$ cat src/hdl/lnh_pkg.sv
// ----------------------------------------------------------------------------
// lnh_pkg
// Shared types, constants and helper functions for the letter n-gram
// histogram core.
// ----------------------------------------------------------------------------
package lnh_pkg;

    // Longest window that the counter store is sized for.
    localparam int MAX_LEN    = 3;
    // Width of one saturating counter.
    localparam int COUNT_BITS = 32;

    localparam int RADIX       = 27;
    localparam int SYM_W       = 5;
    localparam int LEN_W       = $clog2(MAX_LEN + 1);
    localparam int STORE_DEPTH = (MAX_LEN >= 1 ? 27 : 1) * (MAX_LEN >= 2 ? 27 : 1) *
                                 (MAX_LEN >= 3 ? 27 : 1) * (MAX_LEN >= 4 ? 27 : 1);
    localparam int ADDR_W      = $clog2(STORE_DEPTH);

    // Field widths of the stream words.
    localparam int ACTION_W = 2;
    localparam int CHAR_W   = 8;
    localparam int RIDX_W   = 15;
    localparam int OUT_W    = 32;
    localparam int CFG_W    = 2;

    localparam logic [CHAR_W-1:0] CHAR_LC_A = 8'h61;
    localparam logic [CHAR_W-1:0] CHAR_LC_Z = 8'h7A;
    localparam logic [CHAR_W-1:0] CHAR_UC_A = 8'h41;
    localparam logic [CHAR_W-1:0] CHAR_UC_Z = 8'h5A;
    localparam logic [CHAR_W-1:0] CHAR_SP   = 8'h20;
    localparam logic [SYM_W-1:0]  SPACE_SYM = 5'd26;

    typedef enum logic [ACTION_W-1:0] {
        ACT_START = 2'd0,
        ACT_CHAR  = 2'd1,
        ACT_END   = 2'd2,
        ACT_READ  = 2'd3
    } lnh_action_t;

    typedef enum logic [2:0] {
        ST_CLEAR,
        ST_IDLE,
        ST_EXEC,
        ST_RD,
        ST_WR,
        ST_RESP
    } lnh_state_t;

    // Commands from the controller to the datapath.
    typedef struct packed {
        logic capture;   // latch the accepted item
        logic exec;      // push a symbol or set up a read
        logic clr_wr;    // write one zero of the clearing pass
        logic mem_rd;    // read the counter at the held index
        logic mem_wr;    // write back the incremented counter
        logic load_out;  // move read data into the output register
    } lnh_cmd_t;

    // Status from the datapath to the controller.
    typedef struct packed {
        logic item_is_read;  // held item is a counter read
        logic push_count;    // the push in progress completes a valid window
        logic clr_last;      // clearing pass is at its last entry
        logic out_full;      // output register holds an untaken word
    } lnh_stat_t;

    // Effective window length: zero counts as one, above MAX_LEN as MAX_LEN.
    function automatic logic [LEN_W-1:0] eff_len(input logic [CFG_W-1:0] pl);
        logic [LEN_W-1:0] n;
        if (pl == '0) begin
            n = LEN_W'(1);
        end else if (int'(pl) > MAX_LEN) begin
            n = LEN_W'(MAX_LEN);
        end else begin
            n = LEN_W'(pl);
        end
        return n;
    endfunction

endpackage

$ cat src/hdl/lnh_ctrl.sv
// ----------------------------------------------------------------------------
// lnh_ctrl
// Sequencer for the histogram core: clearing pass, item intake, counter
// read-modify-write and read responses.
// ----------------------------------------------------------------------------
module lnh_ctrl (
    input  logic              aclk,
    input  logic              aresetn,
    input  logic              s_tvalid,
    output logic              s_tready,
    input  lnh_pkg::lnh_stat_t stat,
    output lnh_pkg::lnh_cmd_t  cmd
);

    lnh_pkg::lnh_state_t state_reg, state_next;

    always_ff @(posedge aclk) begin
        if (!aresetn) begin
            state_reg <= lnh_pkg::ST_CLEAR;
        end else begin
            state_reg <= state_next;
        end
    end

    // An item may enter once the output register is free or is being emptied.
    always_comb begin
        state_next = state_reg;
        unique case (state_reg)
            lnh_pkg::ST_CLEAR: begin
                if (stat.clr_last) begin
                    state_next = lnh_pkg::ST_IDLE;
                end
            end
            lnh_pkg::ST_IDLE: begin
                if (s_tvalid && s_tready) begin
                    state_next = lnh_pkg::ST_EXEC;
                end
            end
            lnh_pkg::ST_EXEC: begin
                if (stat.item_is_read || stat.push_count) begin
                    state_next = lnh_pkg::ST_RD;
                end else begin
                    state_next = lnh_pkg::ST_IDLE;
                end
            end
            lnh_pkg::ST_RD: begin
                state_next = stat.item_is_read ? lnh_pkg::ST_RESP : lnh_pkg::ST_WR;
            end
            lnh_pkg::ST_WR:   state_next = lnh_pkg::ST_IDLE;
            lnh_pkg::ST_RESP: state_next = lnh_pkg::ST_IDLE;
            default:          state_next = lnh_pkg::ST_IDLE;
        endcase
    end

    always_comb begin
        cmd      = '0;
        s_tready = 1'b0;
        unique case (state_reg)
            lnh_pkg::ST_CLEAR: cmd.clr_wr = 1'b1;
            lnh_pkg::ST_IDLE: begin
                s_tready    = !stat.out_full;
                cmd.capture = s_tvalid && !stat.out_full;
            end
            lnh_pkg::ST_EXEC: cmd.exec     = 1'b1;
            lnh_pkg::ST_RD:   cmd.mem_rd   = 1'b1;
            lnh_pkg::ST_WR:   cmd.mem_wr   = 1'b1;
            lnh_pkg::ST_RESP: cmd.load_out = 1'b1;
            default: ;
        endcase
    end

endmodule

$ cat config.mk
export PLATFORM = sky130hd
export DESIGN_NAME = lnh_ctrl
export DESIGN_NICKNAME = d
export VERILOG_FILES = /design/src/hdl/lnh_pkg.sv /design/src/hdl/lnh_ctrl.sv
export SDC_FILE = /design/constraint.sdc
export NUM_CORES = 1
export LEC_CHECK = 0
export BUFFER_PORTS_ARGS = -buffer_cell sky130_fd_sc_hd__buf_2
export CORE_AREA = 2 2 39 41
export CTS_CLUSTER_DIAMETER = 40
export DETAILED_ROUTE_END_ITERATION = 8
export DIE_AREA = 0 0 41 43
export SYNTH_ARGS = -nofsm -noshare
export SYNTH_HDL_FRONTEND = slang
export SYNTH_SLANG_ARGS = --single-unit
$ cat constraint.sdc
create_clock -name aclk -period 1.1 [get_ports aclk]
set_input_delay 0.165 -clock aclk [delete_from_list [all_inputs] [get_ports aclk]]
set_output_delay 0.165 -clock aclk [all_outputs]
set_load 0.05 [all_outputs]
==> impl_metrics.py, run 1 <==
metrics = {
    "global_route": {
        "grt_max_degree": 9,
        "grt_pass1_wl_um": 876,
        "grt_pass1_vias": 216,
        "antenna_found_initial": 0,
        "grt_usage_pct": 8.32,
        "overflow": 0,
    },
    "sta": {
        "relSlewSlack_pct": 83.1,
        "rsz0062_at_grt": "true",
        "final.period_utilization_pct": 120,
        "setup_viol": 7,
        "finalHoldViolCount": 0,
        "skew_ns": 0.00453,
        "worst_pin_slew_ns": 0.255,
        "fin_hold_ws_ns": 0.164,
        "layout_setup_ws_ns": -0.225,
        "timing.fmax_mhz": 755,
        "drv_slew": 0,
        "tns_ns": -1.04,
        "min_period_ns": 1.33,
    },
    "placed_design": {
        "dp_hpwl_um": 424,
        "place.gp.congestion": 0.718,
        "io_buffers": 13,
        "preCtsSetupSlack_ns": -0.127,
    },
    "synth": {
        "netlist_instances": 22,
        "synth_nets": 29,
        "yosysWarnings": 0,
        "synth_seq_cells": 3,
        "avgSynthCellArea_um2": 10.3,
        "synth_area_um2": 226,
        "ys_seq_area_share_pct": 26.5,
        "synth_cell_type_count": 14,
    },
    "status": {
        "violations": "negative setup slack",
        "outcome": "finished, violations left",
    },
    "detailed_routing": {
        "drt-met1-wl_um": 218,
        "wl_per_cell_um": 9.97,
        "wl_met3_um": 28,
        "drt-total-wl_um": 578,
        "route.vias.total": 236,
        "vias_per_cell": 4.07,
        "drt_iter0_drc": 2,
        "drtAntennaViolNets": 0,
        "drt_pass1_iterations": 2,
        "wl_met2_um": 331,
        "highest_layer": "met3",
        "drc": 0,
    },
    "power_and_ir_drop": {
        "power_mw": 0.462,
        "p_switching_mw": 0.144,
        "power_frac_clock_pct": 42.9,
        "power_density_mw_per_mm2": 1060,
        "p_sw_share_pct": 31.1,
        "internal-power_mw": 0.318,
        "power.leakage_nw": 0.202,
        "ir_drop_uv": 359,
        "comb_power_share_pct": 30.6,
        "seqPwrFrac_pct": 26.5,
    },
    "final_layout": {
        "largest_register_ffs": 3,
        "final_cell_mix": "buf_6, buf_2, clkbuf_4",
        "fin_nets": 50,
        "n_antenna_cell": 0,
        "final_util_pct": 31.4,
        "area.growth.synth_to_final_pct": 91.7,
        "drive_gt1_share_pct": 73.8,
    },
    "clock_tree": {
        "hold_buffers": 0,
        "clock-sinks": 3,
        "cts-root-buf": "clkbuf_4",
        "clk_path_buf_depth": 2,
        "insertion_delay_ns": 0.24,
        "cts_buffers": 3,
        "htree_levels": 1,
        "cts_tree": "yes",
        "clk_pin_slew_ns": 0.04,
    },
    "critical_path": {
        "cp.arrival_ns": 1.16,
        "end_kind": "output pin",
        "worstSetupPathType": "register to output pin",
        "cp.required_ns": 0.94,
        "crit_fanout": 8,
        "start_kind": "register",
    },
    "die": {
        "num_io_pins": 14,
        "start_util_pct": 16.4,
        "core-area_mm2": 0.00138,
        "dieArea_mm2": 0.00176,
        "dieHeight_um": 43,
        "rows": 14,
        "die_x_um": 41,
    },
    "job": {
        "maxCapViolCount": 0,
    },
    "min_path": {
        "hold_path_class": "primary input to register",
    },
}
-- per-stage QoR --
stage	cells	instance area, µm²
floorplan	22	246
CTS	58	428
detailed placement	52	332
global placement	52	332
global route	58	434
finish	58	434
-- layer usage --
metal  track usage, %  up-vias
met5                0        -
met4             12.0        0
met3             3.66        0
met2             9.69        4
met1             8.63      112
li1                 -      120
-- worst max-delay path, stage by stage (launching register included) --
cell     delay [ns]
dfxtp_4        0.37
nor4b_4        0.23
and2_4         0.19
buf_8          0.13
-- kinds of logic (layout without fill, tap and decap cells) --
group / count (synthesis) / in the layout / synth area share (%)
AO/OA/AOI/OAI: 3 / 3 / 13.8
buffers and inverters: 2 / 22 / 9.94
flip-flops: 3 / 3 / 26.5
AND/OR/NAND/NOR: 14 / 14 / 49.7
-- cell type report --
cell class | instances | area [µm²]
Clock buffer | 4 | 26.3
Multi-Input combinational cell | 17 | 163
Tap cell | 16 | 20.0
Fill cell | 147 | 950
Timing Repair Buffer | 18 | 159
Sequential cell | 3 | 66.3
-- power groups by stage --
| stage | clock network, mW | logic, mW | registers, mW |
|---|---|---|---|
| after floorplan | 0 | 0.0952 | 0.119 |
| after global placement | 0 | 0.117 | 0.122 |
| after detailed placement | 0 | 0.118 | 0.122 |
| after CTS | 0.205 | 0.138 | 0.122 |
| after global routing | 0.205 | 0.148 | 0.123 |
| final | 0.198 | 0.141 | 0.122 |
-- synth_stat cells (all sizes together) --
| cell | instances | area, µm² |
|---|---|---|
| buf | 2 | 22.5 |
| and3b | 3 | 26.3 |
| nor3b | 2 | 15.0 |
| and2 | 2 | 12.5 |
| nand2b | 2 | 12.5 |
| nor2b | 1 | 6.26 |
| nand3b | 1 | 7.51 |
| o21ba | 1 | 10.0 |
| o22ai | 1 | 6.26 |
| nor4b | 1 | 23.8 |
| a221oi | 1 | 15.0 |
| dfxtp | 3 | 60.1 |
| nor2 | 1 | 3.75 |
| nor3 | 1 | 5.00 |
-- worst paths after layout --
path	start	end	slack, ns	depth (start not counted)
hold reg to reg	state_reg[1]$_SDFFE_PN0P_	state_reg[0]$_SDFFE_PN0P_	0.71	3
setup / recovery	state_reg[1]$_SDFFE_PN0P_	cmd[5]	-0.23	3
hold / removal	aresetn	state_reg[2]$_SDFFE_PN0P_	0.16	2
setup reg to reg	state_reg[0]$_SDFFE_PN0P_	state_reg[0]$_SDFFE_PN0P_	0.08	4
-- what timing repair did --
item,CTS,global route
resized for setup,19,1
gates cloned,1,0
pin swaps,1,1
setup buffers,1,0
hold endpoints to repair,0,0
setup endpoints to repair,8,8
Note: power is estimated with default switching activity, not from simulation.
==> run 2, diff against run 1 <==
Clock period 1.1 ns to 1.6 ns, I/O delays scaled along.
==> impl_metrics.py, run 2 (synthesis results as in run 1) <==
metrics = {
    "power_and_ir_drop": {
        "seqPwrFrac_pct": 28.2,
        "ir_drop_uv": 189,
        "p_switching_mw": 0.0943,
        "power_density_mw_per_mm2": 865,
        "p_sw_share_pct": 31.6,
        "comb_power_share_pct": 26.3,
        "power.leakage_nw": 0.170,
        "power_frac_clock_pct": 45.5,
        "internal-power_mw": 0.204,
    },
    "clock_tree": {
        "clock-sinks": 3,
        "cts_tree": "yes",
        "clk_pin_slew_ns": 0.04,
        "insertion_delay_ns": 0.24,
        "clk_path_buf_depth": 2,
        "hold_buffers": 0,
        "cts_buffers": 3,
        "htree_levels": 1,
        "cts-root-buf": "clkbuf_4",
    },
    "sta": {
        "skew_ns": 0.00345,
        "timing.fmax_mhz": 681,
        "relSlewSlack_pct": 83.4,
        "final.period_utilization_pct": 91.7,
        "tns_ns": 0,
        "rsz0062_at_grt": "false",
        "worst_pin_slew_ns": 0.251,
        "drv_slew": 0,
        "finalHoldViolCount": 0,
        "min_period_ns": 1.47,
        "setup_viol": 0,
    },
    "final_layout": {
        "final_cell_mix": "buf_2, and3b_1, clkbuf_4",
        "largest_register_ffs": 3,
        "fill_cells": 152,
        "area.growth.synth_to_final_pct": 52.5,
        "n_antenna_cell": 0,
        "final_util_pct": 25.0,
        "drive_gt1_share_pct": 65.8,
        "fin_nets": 46,
        "multi_input_comb_area_um2": 161,
        "seqCellArea_um2": 62.6,
        "final_common_cell": "buf_2",
    },
    "detailed_routing": {
        "route.vias.total": 214,
        "wl_per_cell_um": 9.72,
        "drt_pass1_iterations": 2,
        "vias_per_cell": 3.96,
        "drc": 0,
        "drt-total-wl_um": 525,
        "drtAntennaViolNets": 0,
        "drt_iter0_drc": 1,
    },
    "die": {
        "rows": 14,
        "core-area_mm2": 0.00138,
        "num_io_pins": 14,
        "die_x_um": 41,
        "start_util_pct": 16.4,
        "dieArea_mm2": 0.00176,
        "dieHeight_um": 43,
    },
    "critical_path": {
        "endpoint": "cmd[5]",
        "r2r_cells": 4,
        "startpoint": "state_reg[2]$_SDFFE_PN0P_",
        "cp.required_ns": 1.36,
        "cp.arrival_ns": 1.23,
        "crit_fanout": 8,
        "start_kind": "register",
        "r2r_end": "state_reg[0]$_SDFFE_PN0P_",
        "rrSetupSlack_ns": 0.50,
        "end_kind": "output pin",
        "worstSetupPathType": "register to output pin",
        "rr_startpoint": "state_reg[0]$_SDFFE_PN0P_",
    },
    "status": {
        "outcome": "completed",
    },
    "global_route": {
        "grt_pass1_wl_um": 828,
        "grt_pass1_vias": 192,
        "overflow": 0,
        "grt_usage_pct": 8.02,
        "antenna_found_initial": 0,
        "grt_max_degree": 11,
    },
    "min_path": {
        "hold_path_class": "primary input to register",
        "hp-start": "aresetn",
    },
    "placed_design": {
        "io_buffers": 13,
        "dp_hpwl_um": 391,
        "place.gp.congestion": 0.757,
    },
    "job": {
        "maxCapViolCount": 0,
    },
}
## run 2: cell count changes in the layout (fill, tap and decap cells not counted), sizes merged
cell  before  now
buf       18   14
## run 2: timing repair
| action | 4_1_cts | 5_1_grt |
|---|---|---|
| resized for setup | 1 | 1 |
| setup buffers | 0 | 0 |
| setup endpoints to repair | 1 | 1 |
## run 2: layer usage
layer  track usage [%]  vias to the layer above  routed length [µm]
li1                  -                      112                   -
met1              8.65                       94                 202
met2              9.06                        6                 277
met3              3.14                        2                  29
met4              12.0                        0                  16
met5                 0                        -                   0
## run 2: worst min-delay path by stage
stage | to | cells after the start
6_report | state_reg[2]$_SDFFE_PN0P_ | 2
5_1_grt | state_reg[2]$_SDFFE_PN0P_ | 2
3_3_place_gp | state_reg[2]$_SDFFE_PN0P_ | 2
2_1_floorplan | state_reg[2]$_SDFFE_PN0P_ | 1
4_1_cts | state_reg[2]$_SDFFE_PN0P_ | 2
3_5_place_dp | state_reg[2]$_SDFFE_PN0P_ | 2
## run 2: worst max-delay path: stages, from the launching register on
cell	delay (ns)
dfxtp_2	0.36
nor4b_4	0.27
and2_4	0.17
buf_4	0.18
## run 2: area by class of cell
type,instances,area share [%]
Multi-Input combinational cell,17,46.7
Clock buffer,4,7.61
Sequential cell,3,18.1
Tap cell,16,5.80
Timing Repair Buffer,14,21.7
## run 2: metrics by stage
stage | instance area (µm²) | hold WS [ns] | power [mW] | setup WS, ns | instances
after global routing | 345 | 0.255 | 0.312 | 0.0504 | 54
after CTS | 344 | 0.219 | 0.307 | 0.0622 | 54
after global placement | 315 | 0.475 | 0.163 | 0.281 | 50
after floorplan | 245 | 0.362 | 0.147 | -0.0754 | 22
after detailed placement | 315 | 0.473 | 0.163 | 0.267 | 50
final | 345 | 0.229 | 0.299 | 0.132 | 54
## run 2: power by group through the flow
stage          sequential [mW]  clock [mW]  combinational (mW)
6_report                0.0842       0.136              0.0785
5_1_grt                 0.0848       0.143              0.0840
4_1_cts                 0.0843       0.144              0.0788
3_5_place_dp            0.0854           0              0.0780
3_3_place_gp            0.0856           0              0.0773
2_1_floorplan           0.0821           0              0.0653
==> run 3, diff against run 2 <==
Settings changed: PLACE_DENSITY_LB_ADDON set to 0.08.
==> impl_metrics.py, run 3 (synthesis results as in run 1) <==
metrics = {
    "detailed_routing": {
        "vias_per_cell": 3.91,
        "drc": 0,
        "route.vias.total": 211,
        "drtAntennaViolNets": 0,
        "drt_pass1_iterations": 1,
        "wl_per_cell_um": 9.61,
        "drt_iter0_drc": 0,
        "drt-total-wl_um": 519,
    },
    "critical_path": {
        "cp.arrival_ns": 1.22,
        "slowest_delay_ns": 0.37,
        "crit_fanout": 8,
        "start_kind": "register",
        "worstSetupPathType": "register to output pin",
        "crit_buf_inv": 1,
        "crit_family": "simple AND/OR/NAND/NOR gates",
        "end_kind": "output pin",
        "slowest_stage": "dfxtp_2",
        "crit_chain": "nor4b_4 -> and2_4 -> buf_4",
        "cp.required_ns": 1.36,
    },
    "clock_tree": {
        "insertion_delay_ns": 0.23,
        "clk_path_buf_depth": 2,
        "cts-root-buf": "clkbuf_4",
        "hold_buffers": 0,
        "htree_levels": 1,
        "clk_pin_slew_ns": 0.04,
        "cts_tree": "yes",
        "cts_buffers": 3,
        "cts_setup_buffers": 0,
        "clock-sinks": 3,
    },
    "power_and_ir_drop": {
        "power.leakage_nw": 0.170,
        "power_density_mw_per_mm2": 849,
        "ir_drop_uv": 160,
    },
    "final_layout": {
        "final_area_um2": 345,
        "seqCellArea_um2": 62.6,
        "final_util_pct": 25.0,
        "area.growth.synth_to_final_pct": 52.5,
        "multi_input_comb_area_um2": 161,
        "largest_register_ffs": 3,
        "drive_gt1_share_pct": 65.8,
        "n_antenna_cell": 0,
        "final_common_cell": "buf_2",
        "fin_nets": 46,
        "fill_cells": 155,
        "final_cell_mix": "buf_2, and3b_1, clkbuf_4",
        "layout.cells.non_filler": 54,
    },
    "placed_design": {
        "placed_area_um2": 315,
        "io_buffers": 13,
        "place.gp.congestion": 0.663,
        "place_inst": 50,
    },
    "sta": {
        "setup_viol": 0,
        "skew_ns": 0.00165,
        "rsz0062_at_grt": "false",
        "min_period_ns": 1.46,
        "relSlewSlack_pct": 83.2,
        "worst_pin_slew_ns": 0.254,
        "tns_ns": 0,
        "finalHoldViolCount": 0,
        "drv_slew": 0,
        "timing.fmax_mhz": 685,
        "final.period_utilization_pct": 91.2,
    },
    "global_route": {
        "grt_max_degree": 11,
        "grt_pass1_vias": 207,
        "grt_pass1_wl_um": 883,
        "overflow": 0,
        "grt_usage_pct": 8.02,
        "antenna_found_initial": 0,
    },
    "job": {
        "maxCapViolCount": 0,
    },
    "die": {
        "dieArea_mm2": 0.00176,
        "num_io_pins": 14,
        "start_util_pct": 16.4,
        "core-area_mm2": 0.00138,
        "dieHeight_um": 43,
        "die_x_um": 41,
        "rows": 14,
    },
    "min_path": {
        "hold_path_class": "primary input to register",
    },
    "status": {
        "outcome": "completed",
    },
}
[run 3: cell counts in the layout (fill, tap and decap cells not counted)]
No cell type changed its count.
[run 3: area by class of cell]
type                    count  share of cell area (%)
flip-flops and latches      3                    18.1
clock buffers               4                    7.61
well taps                  16                    5.80
repair buffers             14                    21.7
multi-input cells          17                    46.7
[run 3: worst paths after layout]
check                            start                         to  slack [ns]  cells after the start
max reg2reg  state_reg[0]$_SDFFE_PN0P_  state_reg[0]$_SDFFE_PN0P_        0.51                      4
min reg2reg  state_reg[2]$_SDFFE_PN0P_  state_reg[1]$_SDFFE_PN0P_        0.62                      1
max          state_reg[2]$_SDFFE_PN0P_                     cmd[5]        0.14                      3
min                            aresetn  state_reg[2]$_SDFFE_PN0P_        0.23                      2
[run 3: power breakdown]
part / switching, mW / total (mW) / leakage [nW] / internal, mW
Clock: 0.0370 / 0.130 / 0.0150 / 0.0933
Sequential: 0.00563 / 0.0849 / 0.0255 / 0.0793
Combinational: 0.0464 / 0.0778 / 0.129 / 0.0314
Total: 0.0890 / 0.293 / 0.170 / 0.204
[run 3: per-stage QoR]
stage	setup slack, ns	hold WS (ns)	power, mW
finish	0.141	0.230	0.293
global placement	0.260	0.475	0.164
global route	0.0665	0.241	0.317
floorplan	-0.0754	0.362	0.147
CTS	0.0617	0.225	0.301
detailed placement	0.247	0.468	0.164
[run 3: routing by layer]
| layer | up-vias | global-route usage, % | routed length, µm |
|---|---|---|---|
| met5 | - | 0 | 0 |
| met4 | 0 | 6.00 | 0 |
| met3 | 0 | 4.71 | 10 |
| met2 | 3 | 10.9 | 295 |
| met1 | 98 | 8.63 | 213 |
| li1 | 110 | - | - |
[run 3: timing repair]
action	CTS	global route
setup endpoints to repair	1	1
resized for setup	1	1
pin swaps	0	0
